File: src/hdl/mexp_pkg.sv
// ----------------------------------------------------------------------------
// Modular exponentiation package
// Shared widths, register indexes, state and operation codes, and the
// command and status structs between the controller and the datapath.
// ----------------------------------------------------------------------------
`default_nettype none

package mexp_pkg;

    localparam int WIDTH   = 32;
    localparam int DATA_W  = ((WIDTH + 7) / 8) * 8;
    localparam int CNT_W   = $clog2(WIDTH);
    localparam int INDEX_W = 2;

    typedef enum logic [INDEX_W-1:0] {
        REG_MODULUS  = 2'd0,
        REG_EXPONENT = 2'd1
    } reg_index_t;

    typedef enum logic [1:0] {
        ST_IDLE,
        ST_MUL,
        ST_STEP,
        ST_DONE
    } state_t;

    // Which modular product the shared multiplier forms and where it goes.
    typedef enum logic [1:0] {
        OP_REDUCE,
        OP_ACC,
        OP_SQ
    } op_t;

    typedef struct packed {
        logic accept;
        logic start;
        op_t  op;
        logic step;
        logic emit;
    } cmd_t;

    typedef struct packed {
        logic exp_cfg_zero;
        logic mul_last;
        logic e_bit0;
        logic e_rest_zero;
        logic out_busy;
    } status_t;

endpackage

`default_nettype wire

File: src/hdl/mexp_dp.sv
// ----------------------------------------------------------------------------
// Modular exponentiation datapath
// Configuration registers, the running power and square, the exponent
// shifter, a bit-serial modular multiplier and the result register.
// ----------------------------------------------------------------------------
`default_nettype none

module mexp_dp
    import mexp_pkg::*;
(
    input  wire logic              aclk,
    input  wire logic              aresetn,
    input  wire logic              cfg_valid,
    input  wire logic [INDEX_W-1:0] cfg_index,
    input  wire logic [DATA_W-1:0] cfg_data,
    input  wire logic [DATA_W-1:0] s_tdata,
    input  wire logic              m_tready,
    output logic                   m_tvalid,
    output logic [DATA_W-1:0]      m_tdata,
    input  wire cmd_t              cmd,
    output status_t                status
);

    logic [WIDTH-1:0] mod_reg;
    logic [WIDTH-1:0] exp_reg;
    logic [WIDTH-1:0] e_reg;
    logic             ezero_reg;
    logic [WIDTH-1:0] acc_reg;
    logic [WIDTH-1:0] sq_reg;
    logic [WIDTH-1:0] mul_a_reg;
    logic [WIDTH-1:0] mul_b_reg;
    logic [WIDTH-1:0] mul_acc_reg;
    logic [CNT_W-1:0] cnt_reg;
    op_t              op_reg;
    logic [WIDTH-1:0] out_reg;
    logic             out_valid_reg;

    logic [WIDTH-1:0] cfg_value;
    logic [WIDTH-1:0] one_mod;
    logic [WIDTH+1:0] sum;
    logic [WIDTH+1:0] n1;
    logic [WIDTH+1:0] n2;
    logic [WIDTH-1:0] red;

    assign cfg_value = cfg_data[WIDTH-1:0];
    assign one_mod   = (mod_reg == WIDTH'(1)) ? '0 : WIDTH'(1);

    // One multiplier step: double the partial product and add the operand
    // when the top bit of the multiplier is set. Both terms are below n, so
    // the sum stays below 3n and at most two subtractions of n reduce it.
    assign n1  = {2'b00, mod_reg};
    assign n2  = {1'b0, mod_reg, 1'b0};
    assign sum = {1'b0, mul_acc_reg, 1'b0}
                 + (mul_b_reg[WIDTH-1] ? {2'b00, mul_a_reg} : '0);

    always_comb begin
        priority if (sum >= n2) begin
            red = WIDTH'(sum - n2);
        end else if (sum >= n1) begin
            red = WIDTH'(sum - n1);
        end else begin
            red = sum[WIDTH-1:0];
        end
    end

    always_ff @(posedge aclk) begin
        if (!aresetn) begin
            mod_reg <= WIDTH'(1);
            exp_reg <= '0;
        end else if (cfg_valid) begin
            if (cfg_index == REG_MODULUS && cfg_value != '0) begin
                mod_reg <= cfg_value;
            end
            if (cfg_index == REG_EXPONENT) begin
                exp_reg <= cfg_value;
            end
        end
    end

    always_ff @(posedge aclk) begin
        if (cmd.accept) begin
            e_reg     <= exp_reg;
            ezero_reg <= (exp_reg == '0);
            acc_reg   <= one_mod;
        end
        if (cmd.accept) begin
            mul_a_reg <= one_mod;
            mul_b_reg <= s_tdata[WIDTH-1:0];
        end else if (cmd.start) begin
            mul_a_reg <= sq_reg;
            mul_b_reg <= (cmd.op == OP_ACC) ? acc_reg : sq_reg;
        end else if (cmd.step) begin
            mul_b_reg <= {mul_b_reg[WIDTH-2:0], 1'b0};
        end
        if (cmd.start) begin
            mul_acc_reg <= '0;
            cnt_reg     <= '0;
            op_reg      <= cmd.op;
        end else if (cmd.step) begin
            mul_acc_reg <= red;
            cnt_reg     <= cnt_reg + CNT_W'(1);
            if (status.mul_last) begin
                unique case (op_reg)
                    OP_REDUCE: sq_reg  <= red;
                    OP_ACC:    acc_reg <= red;
                    OP_SQ: begin
                        sq_reg <= red;
                        e_reg  <= e_reg >> 1;
                    end
                    default: sq_reg <= red;
                endcase
            end
        end
        if (cmd.emit) begin
            out_reg <= ezero_reg ? WIDTH'(1) : acc_reg;
        end
    end

    always_ff @(posedge aclk) begin
        if (!aresetn) begin
            out_valid_reg <= 1'b0;
        end else if (cmd.emit) begin
            out_valid_reg <= 1'b1;
        end else if (m_tready) begin
            out_valid_reg <= 1'b0;
        end
    end

    assign m_tvalid = out_valid_reg;
    assign m_tdata  = DATA_W'(out_reg);

    assign status.exp_cfg_zero = (exp_reg == '0);
    assign status.mul_last     = (cnt_reg == CNT_W'(WIDTH - 1));
    assign status.e_bit0       = e_reg[0];
    assign status.e_rest_zero  = (e_reg[WIDTH-1:1] == '0);
    assign status.out_busy     = out_valid_reg && !m_tready;

endmodule

`default_nettype wire

File: src/hdl/mexp_ctrl.sv
// ----------------------------------------------------------------------------
// Modular exponentiation controller
// Sequences the base reduction and the multiply and square passes over the
// exponent bits, then hands the result to the output register.
// ----------------------------------------------------------------------------
`default_nettype none

module mexp_ctrl
    import mexp_pkg::*;
(
    input  wire logic    aclk,
    input  wire logic    aresetn,
    input  wire logic    s_tvalid,
    output logic         s_tready,
    input  wire status_t status,
    output cmd_t         cmd
);

    state_t state_reg;
    state_t state_next;
    logic   accd_reg;
    logic   accd_next;

    always_ff @(posedge aclk) begin
        if (!aresetn) begin
            state_reg <= ST_IDLE;
            accd_reg  <= 1'b0;
        end else begin
            state_reg <= state_next;
            accd_reg  <= accd_next;
        end
    end

    // The flag records that the multiply for the current exponent bit is done.
    always_comb begin
        state_next = state_reg;
        accd_next  = accd_reg;
        unique case (state_reg)
            ST_IDLE: begin
                accd_next = 1'b0;
                if (s_tvalid) begin
                    state_next = status.exp_cfg_zero ? ST_DONE : ST_MUL;
                end
            end
            ST_MUL: begin
                if (status.mul_last) begin
                    state_next = ST_STEP;
                end
            end
            ST_STEP: begin
                priority if (!accd_reg && status.e_bit0) begin
                    accd_next  = 1'b1;
                    state_next = ST_MUL;
                end else if (status.e_rest_zero) begin
                    state_next = ST_DONE;
                end else begin
                    accd_next  = 1'b0;
                    state_next = ST_MUL;
                end
            end
            ST_DONE: begin
                if (!status.out_busy) begin
                    state_next = ST_IDLE;
                end
            end
            default: state_next = ST_IDLE;
        endcase
    end

    always_comb begin
        cmd      = '0;
        cmd.op   = OP_REDUCE;
        s_tready = 1'b0;
        unique case (state_reg)
            ST_IDLE: begin
                s_tready   = 1'b1;
                cmd.accept = s_tvalid;
                cmd.start  = s_tvalid && !status.exp_cfg_zero;
            end
            ST_MUL: begin
                cmd.step = 1'b1;
            end
            ST_STEP: begin
                priority if (!accd_reg && status.e_bit0) begin
                    cmd.start = 1'b1;
                    cmd.op    = OP_ACC;
                end else if (!status.e_rest_zero) begin
                    cmd.start = 1'b1;
                    cmd.op    = OP_SQ;
                end else begin
                    cmd.start = 1'b0;
                end
            end
            ST_DONE: begin
                cmd.emit = !status.out_busy;
            end
            default: cmd.start = 1'b0;
        endcase
    end

endmodule

`default_nettype wire

File: src/hdl/modular_exponentiation_top.sv
// ----------------------------------------------------------------------------
// Modular exponentiation top level
// Raises each base item to the configured exponent modulo the configured
// modulus by right-to-left square-and-multiply.
// ----------------------------------------------------------------------------
//
// Channel  Direction  Content
// s_       in         tdata[31:0] base
// m_       out        tdata[31:0] power
// cfg_     in         index 0 modulus (zero ignored), index 1 exponent
//
// One item first reduces the base, then makes one multiplier pass for every
// multiply and every square; a zero exponent skips every pass. The modular
// multiplier is bit-serial, one multiplier bit per cycle. Reset gives
// modulus 1 and exponent 0. A result waits in the output register while the
// next item is taken; the block stalls only when it finishes with that
// register still full.
//
`default_nettype none

module modular_exponentiation_top
    import mexp_pkg::*;
(
    input  wire logic               aclk,
    input  wire logic               aresetn,
    input  wire logic               s_tvalid,
    output logic                    s_tready,
    input  wire logic [DATA_W-1:0]  s_tdata,     // [31:0] base
    output logic                    m_tvalid,
    input  wire logic               m_tready,
    output logic [DATA_W-1:0]       m_tdata,     // [31:0] power
    input  wire logic               cfg_valid,
    output logic                    cfg_ready,
    input  wire logic [INDEX_W-1:0] cfg_index,
    input  wire logic [DATA_W-1:0]  cfg_data
);

    cmd_t    cmd;
    status_t status;

    assign cfg_ready = 1'b1;

    mexp_ctrl u_ctrl (
        .aclk     (aclk),
        .aresetn  (aresetn),
        .s_tvalid (s_tvalid),
        .s_tready (s_tready),
        .status   (status),
        .cmd      (cmd)
    );

    mexp_dp u_dp (
        .aclk      (aclk),
        .aresetn   (aresetn),
        .cfg_valid (cfg_valid),
        .cfg_index (cfg_index),
        .cfg_data  (cfg_data),
        .s_tdata   (s_tdata),
        .m_tready  (m_tready),
        .m_tvalid  (m_tvalid),
        .m_tdata   (m_tdata),
        .cmd       (cmd),
        .status    (status)
    );

endmodule

`default_nettype wire
File: config.mk
export PLATFORM = sky130hd
export DESIGN_NAME = modular_exponentiation_top
export DESIGN_NICKNAME = d
export VERILOG_FILES = /design/src/hdl/mexp_pkg.sv /design/src/hdl/mexp_dp.sv /design/src/hdl/mexp_ctrl.sv /design/src/hdl/modular_exponentiation_top.sv
export SDC_FILE = /design/constraint.sdc
export NUM_CORES = 1
export LEC_CHECK = 0
export BUFFER_PORTS_ARGS = -buffer_cell sky130_fd_sc_hd__buf_4
export CORE_ASPECT_RATIO = 1.5
export CORE_MARGIN = 5
export CORE_UTILIZATION = 50
export CTS_CLUSTER_SIZE = 10
export DETAILED_ROUTE_END_ITERATION = 10
export GPL_ROUTABILITY_DRIVEN = 0
export PLACE_DENSITY = 0.75
export SYNTH_ARGS = -nofsm -noshare
export SYNTH_HDL_FRONTEND = slang
export SYNTH_SLANG_ARGS = --single-unit
File: constraint.sdc
create_clock -name aclk -period 16.4 [get_ports aclk]
set_clock_uncertainty 0.1 [all_clocks]
set_input_delay 0 -clock aclk [delete_from_list [all_inputs] [get_ports aclk]]
set_output_delay 0 -clock aclk [all_outputs]
set_load 0.1 [all_outputs]
Word level (Yosys, flattened, before mapping)
Cells that the tools add are included.
{"block": "classes", "n_addsub": 4, "order_cmp": 2, "eq_ne": 13, "muxes": 41, "bitwise_logic": 2, "reduce_logical": 22}
{"op": "$mux 32", "count": 19}
{"op": "$sub 32x32->32", "count": 2}
{"op": "$add 33x32->34", "count": 1}
{"op": "$ge 34x32->1", "count": 1}
{"op": "$ge 34x33->1", "count": 1}
{"op": "$eq 32x1->1 const B", "count": 1}
{"op": "$logic_not 32->1", "count": 1}
{"op": "$reduce_bool 32->1", "count": 1}
{"op": "$logic_not 31->1", "count": 1}
{"op": "$mux 2", "count": 8}
{"op": "$mux 1", "count": 10}
{"op": "$eq 2x1->1 const B", "count": 4}
{"op": "$pmux 2 s4", "count": 1}
{"op": "$eq 2x2->1 const B", "count": 3}
{"op": "$ne 2x2->1 const B", "count": 3}
{"op": "$reduce_and 2->1", "count": 3}
{"op": "$reduce_bool 2->1", "count": 3}
{"op": "$add 5x1->5 const B", "count": 1}
{"op": "$eq 5x5->1 const B", "count": 1}
{"op": "$logic_and 1x1->1", "count": 4}
{"op": "$logic_not 1->1", "count": 4}
{"op": "$logic_not 2->1", "count": 2}
{"op": "$pmux 1 s2", "count": 2}
{"op": "$reduce_and 4->1", "count": 1}
{"op": "other kinds (5)", "count": 6}
{"block": "word_totals", "regBits": 300, "in_bits": 71, "output_inout_bits": 35, "word_cells": 99}

Logic depth before layout (Yosys ltp)
{"block": "logic_depth", "ltp_word": 9, "mapped_depth": 27}

By module
From an unflattened synthesis, not the netlist that was laid out.
{"block": "hier_totals", "cells_unflattened": 2092, "hier_area_um2": 18833.1}
{"mod": "mexp_dp", "instances": 1, "cells_per_inst": 2056, "area_per_inst_um2": 18565.3}
{"mod": "mexp_ctrl", "instances": 1, "cells_per_inst": 34, "area_per_inst_um2": 256.5}
{"mod": "modular_exponentiation_top", "instances": 1, "cells_per_inst": 2, "area_per_inst_um2": 11.3}

Least setup slack after synthesis
OpenSTA, ideal clock, no wires.
{"block": "synth_path", "path_kind": "register to register", "start": "register u_dp.mul_b_reg[31]", "end": "register u_dp.sq_reg[8], data pin", "setup_ns": 0.255, "t_arrival_ns": 5.004, "required_ns": 16.045, "path_slack_ns": 11.042, "stages_incl_launch_ff": 25, "n_path_buf": 5, "period_less_slack_ns": 5.358, "path_cell_list": "edfxtp_1 > clkbuf_1 > and2_1 > ha_1 > a21oi_1 > o21ai_0 > a311oi_1 > a21oi_1 > o41ai_1 > o21bai_1 > a21oi_1 > xnor2_1 > ha_1 > clkbuf_1 > nand4_1 > or3_1 > o41ai_1 > a21oi_1 > o221ai_1 > or2_2 > clkbuf_1 > buf_2 > buf_2 > nand2_1 > and2_1"}
{"block": "synth_between", "elab_chain_cells": 5, "word_cells_on_any_way": 8, "cone_classes": "3 x add/sub; 2 x order compare; 3 x mux"}
{"element": "from (decl)", "line": "mexp_dp.sv:31", "source": "logic [WIDTH-1:0] mul_b_reg;"}
{"element": "from (signal assigned)", "line": "mexp_dp.sv:88", "source": "mul_b_reg <= s_tdata[WIDTH-1:0];"}
{"element": "from (signal assigned)", "line": "mexp_dp.sv:91", "source": "mul_b_reg <= (cmd.op == OP_ACC) ? acc_reg : sq_reg;"}
{"element": "from (signal assigned)", "line": "mexp_dp.sv:93", "source": "mul_b_reg <= {mul_b_reg[WIDTH-2:0], 1'b0};"}
{"element": "$mux 32 *", "line": "mexp_dp.sv:54", "source": "+ (mul_b_reg[WIDTH-1] ? {2'b00, mul_a_reg} : '0);"}
{"element": "$add 33x32->34 *", "line": "mexp_dp.sv:54"}
{"element": "$sub 32x32->32 / $ge 34x32->1 (equally long branches)", "line": "mexp_dp.sv:60, mexp_dp.sv:59"}
{"element": "$mux 32", "line": "mexp_dp.sv:59", "source": "end else if (sum >= n1) begin"}
{"element": "$mux 32 *", "line": "mexp_dp.sv:57", "source": "priority if (sum >= n2) begin"}
{"element": "net u_dp.red[8]", "line": "mexp_dp.sv:43", "source": "logic [WIDTH-1:0] red;"}
{"element": "to (signal assigned)", "line": "mexp_dp.sv:104", "source": "OP_REDUCE: sq_reg <= red;"}
{"element": "to (signal assigned)", "line": "mexp_dp.sv:107", "source": "sq_reg <= red;"}
{"element": "to (signal assigned)", "line": "mexp_dp.sv:110", "source": "default: sq_reg <= red;"}
{"element": "to (decl)", "line": "mexp_dp.sv:29", "source": "logic [WIDTH-1:0] sq_reg;"}
The timed path passes the listed nets; every way through them passes the cells marked *.
A chain may end at the register's enable or synchronous reset.

Worst setup path in the final report
{"block": "layout_path", "start": "register u_dp.mul_b_reg[31]", "end": "register u_dp.mul_acc_reg[5]"}
{"block": "layout_between", "elab_chain_cells": 5, "word_cells_on_any_way": 8, "cone_classes": "3 x add/sub; 2 x order compare; 3 x mux"}
{"element": "$mux 32 *", "line": "mexp_dp.sv:54"}
{"element": "$add 33x32->34 *", "line": "mexp_dp.sv:54"}
{"element": "$sub 32x32->32 / $ge 34x32->1 (equally long branches)", "line": "mexp_dp.sv:60, mexp_dp.sv:59"}
{"element": "$mux 32", "line": "mexp_dp.sv:59"}
{"element": "$mux 32 *", "line": "mexp_dp.sv:57"}
{"element": "net u_dp.red[5]", "line": "mexp_dp.sv:43"}
{"element": "to (signal assigned)", "line": "mexp_dp.sv:100", "source": "mul_acc_reg <= red;"}
{"element": "to (decl)", "line": "mexp_dp.sv:32", "source": "logic [WIDTH-1:0] mul_acc_reg;"}
Marked as above.

==> results.toml <==
[route]
drt-vias-per-instance = 5.97
vias = 15600
final_antenna_net_count = 0
drc_errors = 0
dr.pass1.iters = 5
drt_iter0_drc = 1320
routed_wl_um = 51400
wl_per_cell_um = 19.6

[synthesis]
synthFlopType = "dfxtp_1"
yosys.area.top_type = "edfxtp_1"
ys_seq_elements = 300
synth_top_area_share = 0.220
yosysSeqAreaShare = 0.409
netlist_area_um2 = 17900
yosysWarnings = 0
async_reset_ff_frac = 0
synthTopCellsByArea = "edfxtp_1, dfxtp_1, ha_1"
synth_enable_flop_cells = 131
netlist_top_cells_count = "nand2_1, o21ai_0, dfxtp_1"
synth_cell_types = 76
syn-num-nets = 2156
syn_avg_cell_area_um2 = 9.00
syn-instance-count = 1985
yosysMostFrequentCell = "nand2_1"

[layout]
antenna_cells = 0
layout.nets = 2295
fill_cells = 3060
syn2layout_area_growth_pct = 16.9
layout-drive-gt1-share = 0.0873

[sta]
max_clock_freq_ghz = 0.137
slew_viol_final = 0
tightestPinTransition_ns = 1.38
setup_violations = 0
setup_slack_ns = 9.11
rsz0062_at_grt = "false"
hold_viol = 0
fin_crit_ns = 7.29
totalNegativeSetupSlack_ns = 0
post-route-period-util = 0.444
slew_headroom = 0.0751

[critical_path]
crit_path_frequent_cell = "a21oi_1"
crit_start = "u_dp.mul_b_reg[31]"
timing_worst_setup_path_type = "reg -> reg"
worst-r2r-cell-count = 19
crit_cells = 19
path_buf_inv = 1
endpoint_kind = "flop"
r2r_end = "u_dp.mul_acc_reg[5]"
arrival_ns = 7.65
critPathRequiredTime_ns = 16.76
max_stage_delay_ns = 0.92
path_cells = "and2_1 -> ha_1 -> a21oi_1 -> o21ai_0 -> a311oi_1 -> a21oi_1 -> o41ai_1 -> xnor2_1 -> ha_1 -> nand2_1 -> or4_1 -> o41ai_1 -> a21oi_1 -> o221ai_1 -> or2_2 -> buf_4 -> nor4_1 -> a311oi_2 -> a22o_1"
endpoint = "u_dp.mul_acc_reg[5]"
critPathTopFamily = "compound AO/OA/AOI/OAI gates"
cp_max_fo = 32
crit_path_start_kind = "flop"
rrSetupSlack_ns = 9.11
r2r_start = "u_dp.mul_b_reg[31]"
crit_slowest_cell = "edfxtp_1"

[min_path]
min_path_cells = 4
hold_class = "in -> reg"

[die]
io_pins = 106
dieArea_um2 = 39700
num_rows = 84
start_util = 0.508
die_w_um = 164
die_h_um = 242
core_area_um2 = 35200

[clocking]
postCtsSetupRepairBufs = 0
clk_pin_slew_ns = 0.06
htreeDepth = 2
cts_tree = "built"
cts_buffers = 36
clock_sinks = 300
cts_buffer_depth = 3
insertion_delay_ns = 0.55
cts.root.buffer_cell = "clkbuf_16"

[outcome]
outcome = "finished, final reports clean"

[global_routing]
antenna_found_initial = 0
grt.total_usage = 0.251
grt_first_pass_wirelength_um = 80800
overflow = 0
grt_pass1_vias = 15500
grt_max_degree = 78

[power]
static-leakage-power_uw = 0.00830
seqPwrFrac = 0.211
p_switching_uw = 2350
clockPowerShare = 0.150
power_frac_comb = 0.638
switching_share = 0.486
powerDensity_nw_per_um2 = 232
internal_power_uw = 2490
ir_drop_mv = 0.118

[place]
dp_hpwl_um = 37900
port_buffers = 104
post-place-ws_ns = 9.38

[run]
maxCapViolations = 0
-- cells by family (layout without fill, tap and decap cells) --
| group | count (synthesis) | count (layout) | share of synthesized area |
|---|---|---|---|
| fa+ha+maj | 100 | 100 | 0.0713 |
| mux | 114 | 114 | 0.0638 |
| other cells | 1 | 1 | 0.000210 |
| simple gates | 677 | 677 | 0.186 |
| buf+inv | 173 | 331 | 0.0380 |
| compound gates | 536 | 536 | 0.190 |
| xor+xnor | 84 | 84 | 0.0412 |
| flops | 300 | 300 | 0.409 |
-- worst min path at each step --
| stage | from | endpoint | slack [ns] |
|---|---|---|---|
| finish | s_tdata[7] | u_dp.mul_b_reg[7] | 0.19 |
| global route | s_tdata[15] | u_dp.mul_b_reg[15] | 0.21 |
| CTS | s_tdata[19] | u_dp.mul_b_reg[19] | 0.18 |
| floorplan | cfg_data[0] | u_dp.mod_reg[0] | 0.03 |
| global placement | cfg_data[28] | u_dp.mod_reg[28] | 0.18 |
| detailed placement | s_tdata[20] | u_dp.mul_b_reg[20] | 0.18 |
-- timing repair --
item | in CTS | in global routing
resized for setup | 0 | 0
hold buffers | 84 | 0
endpoints found under the hold margin | 100 | 0
-- layout by cell type (no fill, tap or decap), types with 13 or more instances in the layout --
| master | count |
|---|---|
| nand4_1 | 29 |
| nand2_1 | 288 |
| nand2b_1 | 14 |
| inv_1 | 66 |
| nand3_1 | 32 |
| and2_1 | 69 |
| dlygate4sd3_1 | 84 |
| nor4_1 | 39 |
| xor2_1 | 27 |
| mux2i_1 | 114 |
| a21boi_0 | 37 |
| a211oi_1 | 13 |
| buf_4 | 123 |
| a21oi_1 | 102 |
| nor2b_1 | 70 |
| nor3_1 | 19 |
| xnor2_1 | 57 |
| ha_1 | 97 |
| clkbuf_16 | 36 |
| nor2_1 | 66 |
| dfxtp_1 | 169 |
| o21a_1 | 17 |
| clkbuf_1 | 15 |
| edfxtp_1 | 131 |
| o21ai_0 | 199 |
| a21o_1 | 31 |
| o221ai_1 | 18 |
-- tightest hold or removal path, stage by stage --
cell           delay [ns]
dlygate4sd3_1        0.53
buf_4                0.10
nand2_1              0.03
o21ai_0              0.05
-- power by group through the flow --
| stage | Combinational, µW | Sequential (µW) | Clock (µW) |
|---|---|---|---|
| global route | 3320 | 1030 | 763 |
| CTS | 2990 | 1020 | 733 |
| detailed placement | 2960 | 1030 | 0 |
| global placement | 2880 | 1030 | 0 |
| finish | 3090 | 1020 | 728 |
| floorplan | 2200 | 1030 | 0 |
-- area by class of cell --
type | instances | area [µm²] | area share
clock buffers | 54 | 998 | 0.0478
clock inverters | 3 | 30.0 | 0.00144
inverters | 67 | 251 | 0.0120
multi-input cells | 1512 | 9930 | 0.476
flip-flops and latches | 300 | 7320 | 0.350
well taps | 473 | 592 | 0.0283
repair buffers | 207 | 1760 | 0.0845
-- per-stage QoR --
step | hold WS (ns) | utilization | power [µW] | instances | area (µm²)
4_1_cts | 0.180 | 0.593 | 4740 | 2616 | 20900
3_5_place_dp | 0.180 | 0.540 | 3990 | 2475 | 19000
6_report | 0.192 | 0.593 | 4840 | 2616 | 20900
3_3_place_gp | 0.177 | 0.540 | 3910 | 2475 | 19000
2_1_floorplan | 0.0251 | - | 3230 | 1985 | 17900
5_1_grt | 0.206 | 0.593 | 5120 | 2616 | 20900
-- metal layers --
layer | track usage | wire [µm]
met1 | 0.303 | 20200
met2 | 0.430 | 24900
met3 | 0.0311 | 3190
met4 | 0.135 | 3070
met5 | 0 | 0
Note: power is estimated with default switching activity, not from simulation.
